--- src/bsf_pkg.sv ---
package bsf_pkg;

  // frame buffer geometry
  localparam int BUF_WIDTH  = 128;
  localparam int BUF_HEIGHT = 128;
  localparam int STRIDE     = BUF_WIDTH * 3;
  localparam int TOTAL      = STRIDE * BUF_HEIGHT;

  // internal widths derived from the geometry
  localparam int WP_W  = $clog2(TOTAL + 1);
  localparam int COL_W = $clog2(STRIDE);
  localparam int ROW_W = $clog2(BUF_HEIGHT + 1);
  localparam int WCL_W = $clog2(BUF_WIDTH + 1);
  localparam int W3_W  = $clog2(STRIDE + 1);

  // port widths
  localparam int ADDR_W = 16;
  localparam int DATA_W = 8;

  // file format constants
  localparam logic [7:0]  SIG_B   = 8'h42;
  localparam logic [7:0]  SIG_M   = 8'h4D;
  localparam logic [31:0] HDR_LEN = 32'd40;

  // result queue
  localparam int FIFO_DEPTH = 4;
  localparam int FIFO_AW    = $clog2(FIFO_DEPTH);
  localparam int FIFO_CW    = $clog2(FIFO_DEPTH + 1);

  // result kinds
  localparam logic OP_WRITE = 1'b0;
  localparam logic OP_FILL  = 1'b1;

  // one result word
  typedef struct packed {
    logic              op_kind;
    logic [ADDR_W-1:0] address;
    logic [ADDR_W-1:0] end_address;
    logic [DATA_W-1:0] data;
    logic              last;
  } res_t;

  // everything one input byte produces
  typedef struct packed {
    logic [1:0] count;
    res_t       r0;
    res_t       r1;
  } step_t;

endpackage

--- src/bmp_stream_to_framebuffer.sv ---
// channel | direction | word                                    | handshake
// in      | input     | byte_in                                 | in_valid / in_stall
// out     | output    | op_kind, address, end_address, data, last | out_valid / out_stall
//
// one file byte is accepted per cycle while in_stall is low; its results enter the
// queue when the input register hands it to the parser, and are offered at the output
// from then on; a byte can cause two result words, and the four-word queue absorbs
// them, so the output port sets the long-run rate
// rst is synchronous and returns the parser to signature hunt with an empty queue
// out_stall fills the queue, then holds the input register and raises in_stall
module bmp_stream_to_framebuffer import bsf_pkg::*; (
  input  logic              clk,
  input  logic              rst,
  input  logic              in_valid,
  output logic              in_stall,
  input  logic [7:0]        byte_in,
  output logic              out_valid,
  input  logic              out_stall,
  output logic              op_kind,
  output logic [ADDR_W-1:0] address,
  output logic [ADDR_W-1:0] end_address,
  output logic [DATA_W-1:0] data,
  output logic              last
);

  logic        in_reg_valid;
  logic [7:0]  byte_reg;
  logic        consume;
  logic        room;
  logic        pop;
  step_t       step;
  res_t        head;

  // input register
  assign consume  = in_reg_valid && room;
  assign in_stall = in_reg_valid && !room;

  always_ff @(posedge clk) begin
    if (rst) begin
      in_reg_valid <= 1'b0;
    end else if (in_valid && !in_stall) begin
      in_reg_valid <= 1'b1;
    end else if (consume) begin
      in_reg_valid <= 1'b0;
    end
  end

  always_ff @(posedge clk) begin
    if (in_valid && !in_stall) begin
      byte_reg <= byte_in;
    end
  end

  // header parse and pixel placement
  bsf_parse u_parse (
    .clk     (clk),
    .rst     (rst),
    .go      (consume),
    .byte_in (byte_reg),
    .step    (step)
  );

  // result queue
  assign pop = out_valid && !out_stall;

  bsf_res_fifo u_fifo (
    .clk       (clk),
    .rst       (rst),
    .push      (step),
    .pop       (pop),
    .head      (head),
    .not_empty (out_valid),
    .room      (room)
  );

  assign op_kind     = head.op_kind;
  assign address     = head.address;
  assign end_address = head.end_address;
  assign data        = head.data;
  assign last        = head.last;

`ifndef SYNTHESIS
  a_in_reg_loaded: assert property (@(posedge clk) disable iff (rst)
    (in_valid && !in_stall) |=> in_reg_valid)
    else $error("accepted byte not held in input register");

  a_no_spurious_result: assert property (@(posedge clk) disable iff (rst)
    !consume |-> (step.count == 2'd0))
    else $error("result produced without a byte being consumed");

  a_last_single: assert property (@(posedge clk) disable iff (rst)
    (step.count == 2'd1) |-> step.r0.last)
    else $error("single result lacks last flag");

  a_last_pair: assert property (@(posedge clk) disable iff (rst)
    (step.count == 2'd2) |-> (step.r1.last && !step.r0.last))
    else $error("last flag misplaced on result pair");
`endif

endmodule

--- src/bsf_parse.sv ---
module bsf_parse import bsf_pkg::*; (
  input  logic        clk,
  input  logic        rst,
  input  logic        go,
  input  logic [7:0]  byte_in,
  output step_t       step
);

  // parser phases
  typedef enum logic [12:0] {
    PH_IDLE     = 13'b0000000000001,
    PH_SIG2     = 13'b0000000000010,
    PH_SIZE     = 13'b0000000000100,
    PH_RESERVED = 13'b0000000001000,
    PH_START    = 13'b0000000010000,
    PH_HDRLEN   = 13'b0000000100000,
    PH_WIDTH    = 13'b0000001000000,
    PH_HEIGHT   = 13'b0000010000000,
    PH_PLANES   = 13'b0000100000000,
    PH_BPP      = 13'b0001000000000,
    PH_SEEK     = 13'b0010000000000,
    PH_PIXELS   = 13'b0100000000000,
    PH_DRAIN    = 13'b1000000000000
  } phase_t;

  phase_t            phase, phase_next;
  logic [1:0]        fbc, fbc_next;
  logic [31:0]       file_size, file_size_next;
  logic [31:0]       pixel_start, pixel_start_next;
  logic [31:0]       header_length, header_length_next;
  logic [31:0]       image_width, image_width_next;
  logic [31:0]       image_height, image_height_next;
  logic [31:0]       byte_offset, byte_offset_next;
  logic [WP_W-1:0]   wp, wp_next;
  logic [ROW_W-1:0]  row, row_next;
  logic [COL_W-1:0]  col, col_next;

  logic [WCL_W-1:0]  w_cl;
  logic [W3_W-1:0]   w3;
  logic [ROW_W-1:0]  h_cl;
  logic              eof;
  logic [WP_W-1:0]   wp_inc;
  logic [WP_W-1:0]   rs;
  logic              rs_in;
  logic              col_wrap;
  res_t              r0, r1;
  logic [1:0]        n;

  // replace one byte of a little-endian field
  function automatic logic [31:0] set_byte(input logic [31:0] v, input logic [1:0] k,
                                           input logic [7:0] b);
    logic [31:0] r;
    r = v;
    unique case (k)
      2'd0: r[7:0]   = b;
      2'd1: r[15:8]  = b;
      2'd2: r[23:16] = b;
      2'd3: r[31:24] = b;
      default: r = v;
    endcase
    return r;
  endfunction

  function automatic res_t mk_write(input logic [WP_W-1:0] a, input logic [7:0] d);
    res_t r;
    r.op_kind     = OP_WRITE;
    r.address     = ADDR_W'(a);
    r.end_address = '0;
    r.data        = d;
    r.last        = 1'b0;
    return r;
  endfunction

  function automatic res_t mk_fill(input logic [WP_W-1:0] a, input logic [WP_W-1:0] e);
    res_t r;
    r.op_kind     = OP_FILL;
    r.address     = ADDR_W'(a);
    r.end_address = ADDR_W'(e);
    r.data        = '0;
    r.last        = 1'b0;
    return r;
  endfunction

  // clamped image size and row geometry
  assign w_cl     = (image_width < 32'(BUF_WIDTH)) ? WCL_W'(image_width) : WCL_W'(BUF_WIDTH);
  assign w3       = W3_W'(w_cl) + (W3_W'(w_cl) << 1);
  assign h_cl     = (image_height < 32'(BUF_HEIGHT)) ? ROW_W'(image_height)
                                                      : ROW_W'(BUF_HEIGHT);
  assign eof      = ({1'b0, byte_offset} + 33'd1) >= {1'b0, file_size};
  assign wp_inc   = wp + WP_W'(1);
  assign rs       = (col != '0) ? (wp + WP_W'(STRIDE) - WP_W'(col)) : wp;
  assign rs_in    = (col == '0) || (row != ROW_W'(BUF_HEIGHT - 1));
  assign col_wrap = (col == COL_W'(STRIDE - 1));

  // next state and results for the byte in the input register
  always_comb begin
    phase_next         = phase;
    fbc_next           = fbc;
    file_size_next     = file_size;
    pixel_start_next   = pixel_start;
    header_length_next = header_length;
    image_width_next   = image_width;
    image_height_next  = image_height;
    byte_offset_next   = byte_offset + 32'd1;
    wp_next            = wp;
    row_next           = row;
    col_next           = col;
    r0                 = '0;
    r1                 = '0;
    n                  = 2'd0;

    unique case (phase)
      PH_IDLE: begin
        if (byte_in == SIG_B) begin
          phase_next = PH_SIG2;
        end
        fbc_next         = 2'd0;
        byte_offset_next = 32'd1;
      end
      PH_SIG2: begin
        phase_next = (byte_in == SIG_M) ? PH_SIZE : PH_IDLE;
        fbc_next   = 2'd0;
      end
      PH_SIZE: begin
        file_size_next = set_byte(file_size, fbc, byte_in);
        fbc_next       = fbc + 2'd1;
        if (fbc == 2'd3) begin
          phase_next = PH_RESERVED;
        end
      end
      PH_RESERVED: begin
        fbc_next = fbc + 2'd1;
        if (fbc == 2'd3) begin
          phase_next = PH_START;
        end
      end
      PH_START: begin
        pixel_start_next = set_byte(pixel_start, fbc, byte_in);
        fbc_next         = fbc + 2'd1;
        if (fbc == 2'd3) begin
          phase_next = PH_HDRLEN;
        end
      end
      PH_HDRLEN: begin
        header_length_next = set_byte(header_length, fbc, byte_in);
        fbc_next           = fbc + 2'd1;
        if (fbc == 2'd3) begin
          phase_next = (header_length_next == HDR_LEN) ? PH_WIDTH : PH_IDLE;
        end
      end
      PH_WIDTH: begin
        image_width_next = set_byte(image_width, fbc, byte_in);
        fbc_next         = fbc + 2'd1;
        if (fbc == 2'd3) begin
          phase_next = PH_HEIGHT;
        end
      end
      PH_HEIGHT: begin
        image_height_next = set_byte(image_height, fbc, byte_in);
        fbc_next          = fbc + 2'd1;
        if (fbc == 2'd3) begin
          phase_next = PH_PLANES;
        end
      end
      PH_PLANES: begin
        if (fbc != 2'd0) begin
          fbc_next   = 2'd0;
          phase_next = PH_BPP;
        end else begin
          fbc_next = fbc + 2'd1;
        end
      end
      PH_BPP: begin
        fbc_next = fbc + 2'd1;
        if (fbc == 2'd3) begin
          phase_next = PH_SEEK;
        end
      end
      PH_SEEK: begin
        // first pixel byte lands at address zero
        if (byte_offset == pixel_start) begin
          phase_next = PH_PIXELS;
          r0         = mk_write('0, byte_in);
          n          = 2'd1;
          wp_next    = WP_W'(1);
          row_next   = '0;
          col_next   = COL_W'(1);
        end
      end
      PH_PIXELS: begin
        if (row < h_cl) begin
          if ((W3_W'(col) < w3) || (col[1:0] != 2'd0)) begin
            // pixel or padding byte
            r0       = mk_write(wp, byte_in);
            n        = 2'd1;
            wp_next  = wp_inc;
            row_next = col_wrap ? row + ROW_W'(1) : row;
            col_next = col_wrap ? '0 : col + COL_W'(1);
            if (eof) begin
              phase_next = PH_IDLE;
              if (wp_inc < WP_W'(TOTAL)) begin
                r1 = mk_fill(wp_inc, WP_W'(TOTAL));
                n  = 2'd2;
              end
              wp_next  = WP_W'(TOTAL);
              row_next = ROW_W'(BUF_HEIGHT);
              col_next = '0;
            end
          end else if (eof) begin
            // row end meets end of file
            r0 = mk_fill(wp, WP_W'(TOTAL));
            n  = 2'd1;
            if (rs_in) begin
              r1 = mk_write(rs, byte_in);
              n  = 2'd2;
            end
            phase_next = PH_IDLE;
            wp_next    = WP_W'(TOTAL);
            row_next   = ROW_W'(BUF_HEIGHT);
            col_next   = '0;
          end else if (col != '0) begin
            // clear the rest of the row, byte opens the next row
            r0 = mk_fill(wp, rs);
            n  = 2'd1;
            if (rs_in) begin
              r1       = mk_write(rs, byte_in);
              n        = 2'd2;
              wp_next  = rs + WP_W'(1);
              row_next = row + ROW_W'(1);
              col_next = COL_W'(1);
            end else begin
              wp_next  = WP_W'(TOTAL);
              row_next = ROW_W'(BUF_HEIGHT);
              col_next = '0;
            end
          end else begin
            // zero-width row: byte goes to the row start
            r0       = mk_write(wp, byte_in);
            n        = 2'd1;
            wp_next  = wp_inc;
            col_next = COL_W'(1);
          end
        end else begin
          // image complete: clear the rest of the buffer
          if (wp < WP_W'(TOTAL)) begin
            r0 = mk_fill(wp, WP_W'(TOTAL));
            n  = 2'd1;
          end
          wp_next    = WP_W'(TOTAL);
          row_next   = ROW_W'(BUF_HEIGHT);
          col_next   = '0;
          phase_next = eof ? PH_IDLE : PH_DRAIN;
        end
      end
      PH_DRAIN: begin
        if (eof) begin
          phase_next = PH_IDLE;
        end
      end
      default: begin
        phase_next = PH_IDLE;
      end
    endcase

    // mark the final result of this byte
    if (n == 2'd1) begin
      r0.last = 1'b1;
    end else if (n == 2'd2) begin
      r1.last = 1'b1;
    end
  end

  assign step.count = go ? n : 2'd0;
  assign step.r0    = r0;
  assign step.r1    = r1;

  // parser state
  always_ff @(posedge clk) begin
    if (rst) begin
      phase         <= PH_IDLE;
      fbc           <= 2'd0;
      file_size     <= '0;
      pixel_start   <= '0;
      header_length <= '0;
      image_width   <= '0;
      image_height  <= '0;
      byte_offset   <= '0;
      wp            <= '0;
      row           <= '0;
      col           <= '0;
    end else if (go) begin
      phase         <= phase_next;
      fbc           <= fbc_next;
      file_size     <= file_size_next;
      pixel_start   <= pixel_start_next;
      header_length <= header_length_next;
      image_width   <= image_width_next;
      image_height  <= image_height_next;
      byte_offset   <= byte_offset_next;
      wp            <= wp_next;
      row           <= row_next;
      col           <= col_next;
    end
  end

endmodule

--- src/bsf_res_fifo.sv ---
module bsf_res_fifo import bsf_pkg::*; (
  input  logic  clk,
  input  logic  rst,
  input  step_t push,
  input  logic  pop,
  output res_t  head,
  output logic  not_empty,
  output logic  room
);

  res_t               q [FIFO_DEPTH];
  logic [FIFO_AW-1:0] wr_ptr;
  logic [FIFO_AW-1:0] rd_ptr;
  logic [FIFO_CW-1:0] count;

  // store up to two result words per cycle
  always_ff @(posedge clk) begin
    if (push.count != 2'd0) begin
      q[wr_ptr] <= push.r0;
    end
    if (push.count == 2'd2) begin
      q[wr_ptr + FIFO_AW'(1)] <= push.r1;
    end
  end

  // pointers and fill level
  always_ff @(posedge clk) begin
    if (rst) begin
      wr_ptr <= '0;
      rd_ptr <= '0;
      count  <= '0;
    end else begin
      wr_ptr <= wr_ptr + FIFO_AW'(push.count);
      rd_ptr <= rd_ptr + FIFO_AW'(pop);
      count  <= count + FIFO_CW'(push.count) - FIFO_CW'(pop);
    end
  end

  assign head      = q[rd_ptr];
  assign not_empty = (count != '0);
  assign room      = (count <= FIFO_CW'(FIFO_DEPTH - 2));

endmodule

--- config.mk ---
export PLATFORM = sky130hd
export DESIGN_NAME = bmp_stream_to_framebuffer
export DESIGN_NICKNAME = d
export VERILOG_FILES = /design/src/bsf_pkg.sv /design/src/bmp_stream_to_framebuffer.sv /design/src/bsf_parse.sv /design/src/bsf_res_fifo.sv
export SDC_FILE = /design/constraint.sdc
export NUM_CORES = 1
export LEC_CHECK = 0
export BUFFER_PORTS_ARGS = -buffer_cell sky130_fd_sc_hd__buf_2
export CORE_ASPECT_RATIO = 2
export CORE_MARGIN = 2
export CORE_UTILIZATION = 50
export DETAILED_ROUTE_END_ITERATION = 10
export PLACE_DENSITY = 0.66
export SETUP_SLACK_MARGIN = 0.3
export SYNTH_ARGS = -nofsm -noshare
export SYNTH_HDL_FRONTEND = slang
export SYNTH_SLANG_ARGS = --single-unit
--- constraint.sdc ---
create_clock -name clk -period 8.2 [get_ports clk]
set_input_delay 0.41 -clock clk [delete_from_list [all_inputs] [get_ports clk]]
set_output_delay 0.41 -clock clk [all_outputs]
set_load 0.05 [all_outputs]
======== Yosys cells after proc, flatten, opt, wreduce, memory -nomap -nowiden ========
Memory sizes are Yosys's and may differ from the RTL's. A register that Yosys moved wholly into a read port is not among the register bits.
Index checks and enable logic that the tools add are counted.
cells by class
  magnitude comparators ................... 8
  equal/unequal tests ..................... 37
  reduce and logical (&&, ||, !) cells .... 42
  add/sub/neg operators ................... 15
  muxes and demuxes ....................... 92
operators with widths
  operator                 number
  $mux W42                 11
  $mux W13                 13
  $pmux W13 S13            1
  $mux W8                  18
  $mux W16                 8
  $pmux W42 S2             1
  $mux W41                 2
  $lt A32 B8 Y1 const B    2
  $mux W9                  7
  $reduce_and A3 Y1        17
  $add A32 B1 Y33 const B  1
  $ge A33 B32 Y1           1
  $add A16 B1 Y16 const B  2
  $add A32 B1 Y32 const B  1
  $eq A32 B32 Y1           1
  $eq A32 B6 Y1 const B    1
  $lt A16 B16 Y1 const B   2
  $mux W32                 1
  $pmux W16 S2             1
  $mux W2                  10
  $ne A2 B1 Y1 const B     10
  $pmux W9 S2              1
  $add A16 B9 Y16 const B  1
  $eq A8 B7 Y1 const B     2
  50 further kinds         79
storage, ports and cells
  word-level logic and storage cells ...... 223
  input port bits ......................... 12
  output and inout port bits .............. 44
  register bits after elaboration ......... 256
  memories ................................ 1
  memory bits (writable) .................. 168
memories
  memory    words  width  rd ports  clocked after Yosys merged registers in  write ports  RTL line            RTL
  u_fifo.q  4      42     1         1                                        2            bsf_res_fifo.sv:11  res_t q [FIFO_DEPTH];

======== Depth between registers and ports, before layout ========
Gate-level depths: netlist (run 1).
  word-level depth ........................ 12
  depth in mapped cells ................... 30
  gate-level depth less buffers ........... 30

======== Hierarchy ========
A second synthesis (run 1) with hierarchy kept.
unflattened totals
  cells, all modules ...................... 2492
  area total of the unflattened synthesis .. 23931.7 µm²
modules (own cells, without submodules)
  module                     cells each  seq. area each (µm²)  area each (µm²)  instances
  bsf_parse                  2027        4804.6                15059.4          1
  bsf_res_fifo               451         5185.0                8569.5           1
  bmp_stream_to_framebuffer  14          260.2                 302.8            1

======== Worst setup path after synthesis (run 1) ========
Ideal clock, no wire load.
  path type ............................... register to register
  start point ............................. register u_parse.byte_offset[2]
  end point ............................... memory u_fifo.q[3][0] in the netlist's numbering, enable pin
  arrival ................................. 4.986 ns
  cell stages (with the launch flop) ...... 22
  required time ........................... 7.815 ns
  setup slack ............................. 2.829 ns
  clock period less this slack ............ 5.371 ns
  buffers on the path ..................... 3
  setup time .............................. 0.385 ns
  path through ............................ dfxtp_1 buf_2 nand3_1 nor3_1 and3_1 and3_1 clkbuf_1 nand3_1 nor2_1 nand3_1 xnor2_1 ha_1 nand3_1 nor4_2 nand2_1 or4_4 nand2_4 o22ai_1 and2_1 or3_1 buf_2 nand2_1
RTL lines
  item                      RTL line            RTL
  start: declaration        bsf_parse.sv:33     logic [31:0] byte_offset, byte_offset_next;
  start signal: assignment  bsf_parse.sv:299    byte_offset <= byte_offset_next;
  end: declaration          bsf_res_fifo.sv:11

==> results of run 1 <==
[cell families after synthesis]
| family | Yosys count | share of synthesized area (%) |
|---|---|---|
| buf+inv | 269 | 4.595 |
| simple gates | 989 | 20.86 |
| xor+xnor | 116 | 4.411 |
| mux | 111 | 7.116 |
| compound gates | 558 | 15.51 |
| fa+ha+maj | 99 | 5.443 |
| flops | 424 | 42.06 |
[critical path, delay by kind of cell, from the launching register on]
| kind | cells | cell delay, ns |
|---|---|---|
| buf+inv | 1 | 0.30 |
| flops | 1 | 0.54 |
| simple gates | 14 | 4.53 |
| fa+ha+maj | 1 | 0.30 |
| compound gates | 2 | 0.50 |
| xor+xnor | 1 | 0.17 |
[cell usage after synthesis, types with 56 or more instances]
cell type / n / area share, %
nor2_1: 252 / 4.1
ha_1: 97 / 5.3
clkbuf_1: 142 / 2.3
o21ai_0: 80 / 1.7
edfxtp_1: 120 / 16
nand3_1: 70 / 1.5
nor3_1: 78 / 1.7
xor2_1: 61 / 2.3
dfxtp_1: 304 / 26
o22ai_1: 56 / 1.5
a21oi_1: 236 / 5.1
inv_1: 85 / 1.4
mux2i_1: 67 / 2.9
nand2_1: 328 / 5.3
[worst min-delay path by stage]
stage / startpoint / end / slack, ns / cells after the start
after floorplan: u_parse.header_length[15] / u_parse.header_length[15] / 0.43 / 2
after global placement: u_parse.header_length[10] / u_parse.header_length[10] / 0.43 / 2
after detailed placement: u_parse.header_length[27] / u_parse.header_length[27] / 0.44 / 2
after CTS: byte_in[7] / byte_reg[7] / 0.009 / 1
after global routing: byte_in[3] / byte_reg[3] / 0.02 / 1
final: byte_in[7] / byte_reg[7] / 0.04 / 1
[area by class of cell]
cell class | count | share of cell area (%)
clock buffers | 48 | 4.377
clock inverters | 24 | 1.062
inverters | 88 | 1.332
multi-input cells | 1873 | 49.22
flip-flops and latches | 424 | 38.79
well taps | 565 | 2.830
repair buffers | 97 | 2.389
[through the flow]
stage,area (um2),power [mW],util (%),hold WS (ns)
after floorplan,23030,2.500,-,0.4264
after global placement,23630,2.609,51.70,0.4331
after detailed placement,23630,2.615,51.70,0.4391
after CTS,24980,4.548,54.68,0.008918
after global routing,24980,4.639,54.68,0.01559
final,24980,4.505,54.68,0.03765
[power by group]
part / switching (mW) / total [mW] / internal (mW)
Sequential: 0.0138 / 2.17 / 2.16
Combinational: 0.270 / 0.394 / 0.125
Clock: 0.849 / 1.94 / 1.09
Total: 1.13 / 4.51 / 3.37
[routing by layer]
metal	wire, um	vias to the layer above	track usage, %
met5	0	-	0
met4	4870	0	18.46
met3	2957	255	3.392
met2	37970	662	55.66
met1	23430	9254	28.01
li1	-	9076	-
==> impl_results.md, run 1 <==
- Worst setup SP type: register
- Post-synthesis sequential area ratio: between 40% and 50%
- Crit Reg-Reg Startpoint: u_parse.byte_offset[2]
- Worst Setup EP: u_fifo.q[3][0]
- Post-CTS setup buffer count: 0
- Ant. Diodes: 0
- Cell Count, Final, Fillers Out: 3119
- Initial DRC count: 1429
- DP Cell Count: 3047
- Most common cell after layout, fill and taps aside: nand2_1
- H-tree depth: 2
- Syn_nets: 2677
- Post-Route WL: 69230 um
- Largest Register: u_fifo.q
- Initial antenna violation count: 0
- # hold bufs at CTS: 0
- Ratio of final minimum period to clock period: 81.38%
- Core Area: 45690 um2
- Final hold vios: 0
- Std-Cell Rows: 111
- Fill count: a little over 4000
- Post-route DRC: 0
- Post-synth EDFFs: 120
- Syn_area_per_cell: ~9 um2
- Clock-pin slew on the worst setup and hold paths: roughly 0.07 ns
- Final min period: 6.673 ns
- CTS Root Cell: clkbuf_16
- Max reg flops: 168
- Critical Path Slowest Stage Cell: nand2_1
- Synthesis-stage register bit count: between 400 and 500
- RD Place Congestion: 0.9834
- Peak supply drop: 0.1925 mV
- WP data required: 8.46 ns
- Grt total ovfl: 0
- First-pass GRT wire length: 107000 um
- Setup ws final: 1.527 ns
- PwrDens: about 180 nW/um2
- R2r endpoint: u_fifo.q[3][0]
- Vias per cell: 6.171
- FF/Latch Area: 9692 um2
- Cts repair resizes: 0
- Setup violators final: 0
- DP Worst Slack: 1.650 ns
- Commonest non-fill, non-tap cells in the layout: 328 x nand2_1, 302 x dfxtp_1, 252 x nor2_1
- Peak Freq: approximately 150 MHz
- Die height: about 310 um
- Total GRT Usage: 28.68%
- Leakage power: 8.755 nW
- Post-Synthesis Cell Area: 23030 um2
- I/O Buffers: 55
- Layout cells sized above 1: 10.02%
- HPWL after detailed placement: 50100 um
- DIE AREA: 47910 um2
- MaxCap Viol Count: 0
- Vias in the first global route: 19330
- Max Buffers Root-to-Sink: 3
- Critical Path AT: 6.93 ns
- Setup crit start: u_parse.byte_offset[2]
- CP Max Fanout: 21
- Multi-input gate area: 12300 um2
- Library cells used by synthesis: 103
- Clk_skew: 0.01234 ns
- Slowest Stage Delay on Critical Path: approximately 0.80 ns
- # nets final: 2635
- Hold Path Class: primary input to register
- Outcome: finished, final reports clean
- Element type at the critical path end: register
- I/O pins: 56
- Die X: 155.8 um
- Relative slew slack: 24.24%
- Largest net degree at the start of global routing: between 90 and 100
- R2R Setup Slk: approximately 1.5 ns
- Crit path kind: register to register
- Drt first pass iters: 6
- CTS tree: done
- Slew @ Worst Pin: 1.132 ns
- Syn Inst Count: 2566
- Synth Warn #: 0
- Asr flop ratio synth: 0%
- Num Clock Sinks: 424
- Critical Path, Cell by Cell: nand3_1 -> nor3_1 -> and3_1 -> and3_1 -> nand3_1 -> nor2_1 -> nand3_1 -> xnor2_1 -> ha_1 -> nand3_1 -> nor4_2 -> nand2_1 -> nor3_1 -> a2111o_2 -> o22ai_1 -> and2_1 -> or3_1 -> nand2_1 -> buf_4
- Syn-to-layout area delta: 8.463%
- Initial Utilization: 50.41%
- Max Transition Viols Final: 0
- RSZ-0062 raised after global routing: no
- Top_reg_cell synth: dfxtp_1
- Clk Latency, worst-skew pair: 0.55 ns
- Worst-case reg-to-reg path depth: 19
- Crit path top cell by count: nand3_1
- Post-route ant nets: 0
- Wire per inst: 22.20 um
- Setup TNS: 0 ns
- Via count: slightly below 20000
- Total clock buffers created by CTS: 40
(Power assumes the default switching activity.)
==> inputs of run 2 (changes only) <==
- ABC_AREA: default -> 1
- PLACE_DENSITY: 0.66 -> 0.69
- clock period: 8.2 -> 5.3 ns (I/O delays scaled with it)
==> impl_results.md, run 2 <==
- Outcome: finished, final reports clean
- Post-Route WL: 72930 um
- Core Area: 48920 um2
- First-pass GRT wire length: 115200 um
- PwrDens: roughly 280 nW/um2
- I/O Buffers: 55
- Cell Count, Final, Fillers Out: 4179
- Setup violators final: 0
- Area contributors post-synth: dfxtp_1 25%, edfxtp_1 15%, nand2_1 11%
- I/O pins: 56
- Peak Freq: 212.2 MHz
- HPWL after detailed placement: 49330 um
- Num Clock Sinks: 424
- Element type at the critical path end: register
- Grt total ovfl: 0
- Syn-to-layout area delta: 10.86%
- Crit path top cell by count: nand2_1
- Library cells used by synthesis: between 50 and 60
- Syn Inst Count: 3492
- Ratio of final minimum period to clock period: 88.92%
- Initial Utilization: between 50 and 60%
- Top-area cell type share of the netlist area: 24.76%
- Max reg flops: 168
- Die X: 160.8 um
- Relative slew slack: 13.79%
- Synthesis-stage register bit count: approximately 420
- Post-synth EDFFs: between 100 and 150
- Most common cell after layout, fill and taps aside: nand2_1
- RSZ-0062 raised after global routing: yes
- DP Cell Count: 4067
- Initial antenna violation count: 0
- Clk_skew: 0.01622 ns
- CTS Root Cell: clkbuf_16
- Total clock buffers created by CTS: 41
- Clk Latency, worst-skew pair: 0.57 ns
- Peak supply drop: approximately 0.4 mV
- DIE AREA: between 50000 and 60000 um2
- Die height: 317.6 um
- Max Buffers Root-to-Sink: 3
- Slew @ Worst Pin: approximately 1.3 ns
- Most frequent cell after synthesis: nand2_1
- Fill count: 4734
- Drt first pass iters: 6
- Top_reg_cell synth: dfxtp_1
- Ant. Diodes: 0
- H-tree depth: 2
- Largest net degree at the start of global routing: 142
- CP Max Fanout: 9
- RD Place Congestion: 0.9557
- Largest Register: u_fifo.q
- Leakage power: roughly 11 nW
- Worst setup SP type: register
- WP data required: ~5.8 ns
- Delay-heaviest family, CP: simple AND/OR/NAND/NOR gates
- Clock-pin slew on the worst setup and hold paths: 0.06 ns
- Area leader, netlist: dfxtp_1
- Max Transition Viols Final: 0
- CTS tree: done
- Post-route ant nets: 0
- Crit path kind: register to register
- Post-synthesis sequential area ratio: 39.42%
- Syn_area_per_cell: just over 7 um2
- Asr flop ratio synth: 0%
- # nets final: 3615
- Post-Synthesis Cell Area: 24580 um2
- Post-route DRC: 0
- Hold Path Class: primary input to register
- Initial DRC count: slightly above 2000
- Fin util: 55.70%
- Synth cell count leaders: 748 x nand2_1, 427 x inv_1, 390 x nor2_1, 323 x o21ai_0, 304 x dfxtp_1
- Final hold vios: 0
- Vias in the first global route: 21490
- Std-Cell Rows: 115
- Syn_nets: 3603
- Via count: 23170
- Design Area, Final: 27250 um2
- Critical Path Slowest Stage Cell: fa_2
- Wire per inst: 17.45 um
- Critical Path AT: 5.21 ns
- Slowest Stage Delay on Critical Path: roughly 0.52 ns
- Buf/Inv on CP: 3
- Synth Warn #: 0
- Setup TNS: 0 ns
- Final min period: 4.713 ns
- Vias per cell: between 5 and 6
- MaxCap Viol Count: 0
- Commonest non-fill, non-tap cells in the layout: 742 x nand2_1, 422 x inv_1, 381 x nor2_1
- Post-Place Cell Area: 25340 um2
- Total GRT Usage: 27.76%
- Layout cells sized above 1: 8.512%
## run 2: changes by cell type in the layout (fill, tap and decap cells not counted), moves of 34 or more
cell	previous run	this run
mux4_2	42	0
inv_1	85	422
and3_1	37	1
and2_1	48	1
mux2i_1	67	0
o22ai_1	56	95
nor3_1	78	39
o21ai_0	80	319
buf_4	42	76
nand2_1	328	742
nand3_1	70	185
nand4_1	14	57
nor2_1	252	381
a21oi_1	235	281
## run 2: layout make-up
class	count	area, um2	share of cell area, %
Clock buffer	62	1219	4.472
Sequential cell	424	9697	35.59
Inverter	440	1667	6.116
Tap cell	643	804.5	2.953
Multi-Input combinational cell	2446	12600	46.26
Timing Repair Buffer	151	1130	4.146
Clock inverter	13	127.6	0.4684
## run 2: logic make-up (layout without fill, tap and decap cells)
| kind of cell | Yosys count | after routing | synth area share, % |
|---|---|---|---|
| flip-flops | 424 | 424 | 39.42 |
| AO/OA/AOI/OAI | 765 | 765 | 16.68 |
| adder cells (fa/ha/maj) | 99 | 99 | 5.101 |
| buffers and inverters | 622 | 666 | 10.03 |
| XOR/XNOR | 83 | 83 | 2.958 |
| AND/OR/NAND/NOR | 1499 | 1499 | 25.80 |
## run 2: metrics by stage
stage	worst slack (ns)	power, mW	hold slack [ns]
5_1_grt	0.2458	7.957	0.1221
4_1_cts	0.3027	7.733	0.1038
3_3_place_gp	0.2259	4.733	0.4242
3_5_place_dp	0.08282	4.743	0.4286
6_report	0.5873	7.703	0.1137
2_1_floorplan	0.4828	4.359	0.3639
## run 2: final timing paths
| path | startpoint | endpoint | slack [ns] | cells past startpoint |
|---|---|---|---|---|
| worst max-delay path | u_parse.byte_offset[1] | u_fifo.count[1] | 0.59 | 28 |
| worst min register to register | u_parse.header_length[2] | u_parse.header_length[2] | 0.44 | 2 |
| worst max register to register | u_parse.byte_offset[1] | u_fifo.count[1] | 0.59 | 28 |
| worst min-delay path | rst | u_fifo.rd_ptr[1] | 0.11 | 2 |
## run 2: power breakdown
part,total (mW),internal [mW],switching [mW]
Combinational,1.33,0.278,1.05
Clock,3.01,1.69,1.31
Sequential,3.37,3.34,0.0240
Total,7.70,5.31,2.39
## run 2: timing repair
action                                  4_1_cts  5_1_grt
buffers inserted                              2       25
resized for setup                            13       55
endpoints found under the setup margin      169      284
pin swaps                                     1        9
endpoints found under the hold margin         9        0
gates cloned                                  0        1
hold buffers                                  9        0
## run 2: metal layers
layer	vias to the layer above	global-route usage [%]	routed length [um]
li1	11500	-	-
met2	807	47.14	34790
met5	-	0	0
met3	142	2.374	4282
met1	10730	37.43	31630
met4	0	8.810	2218
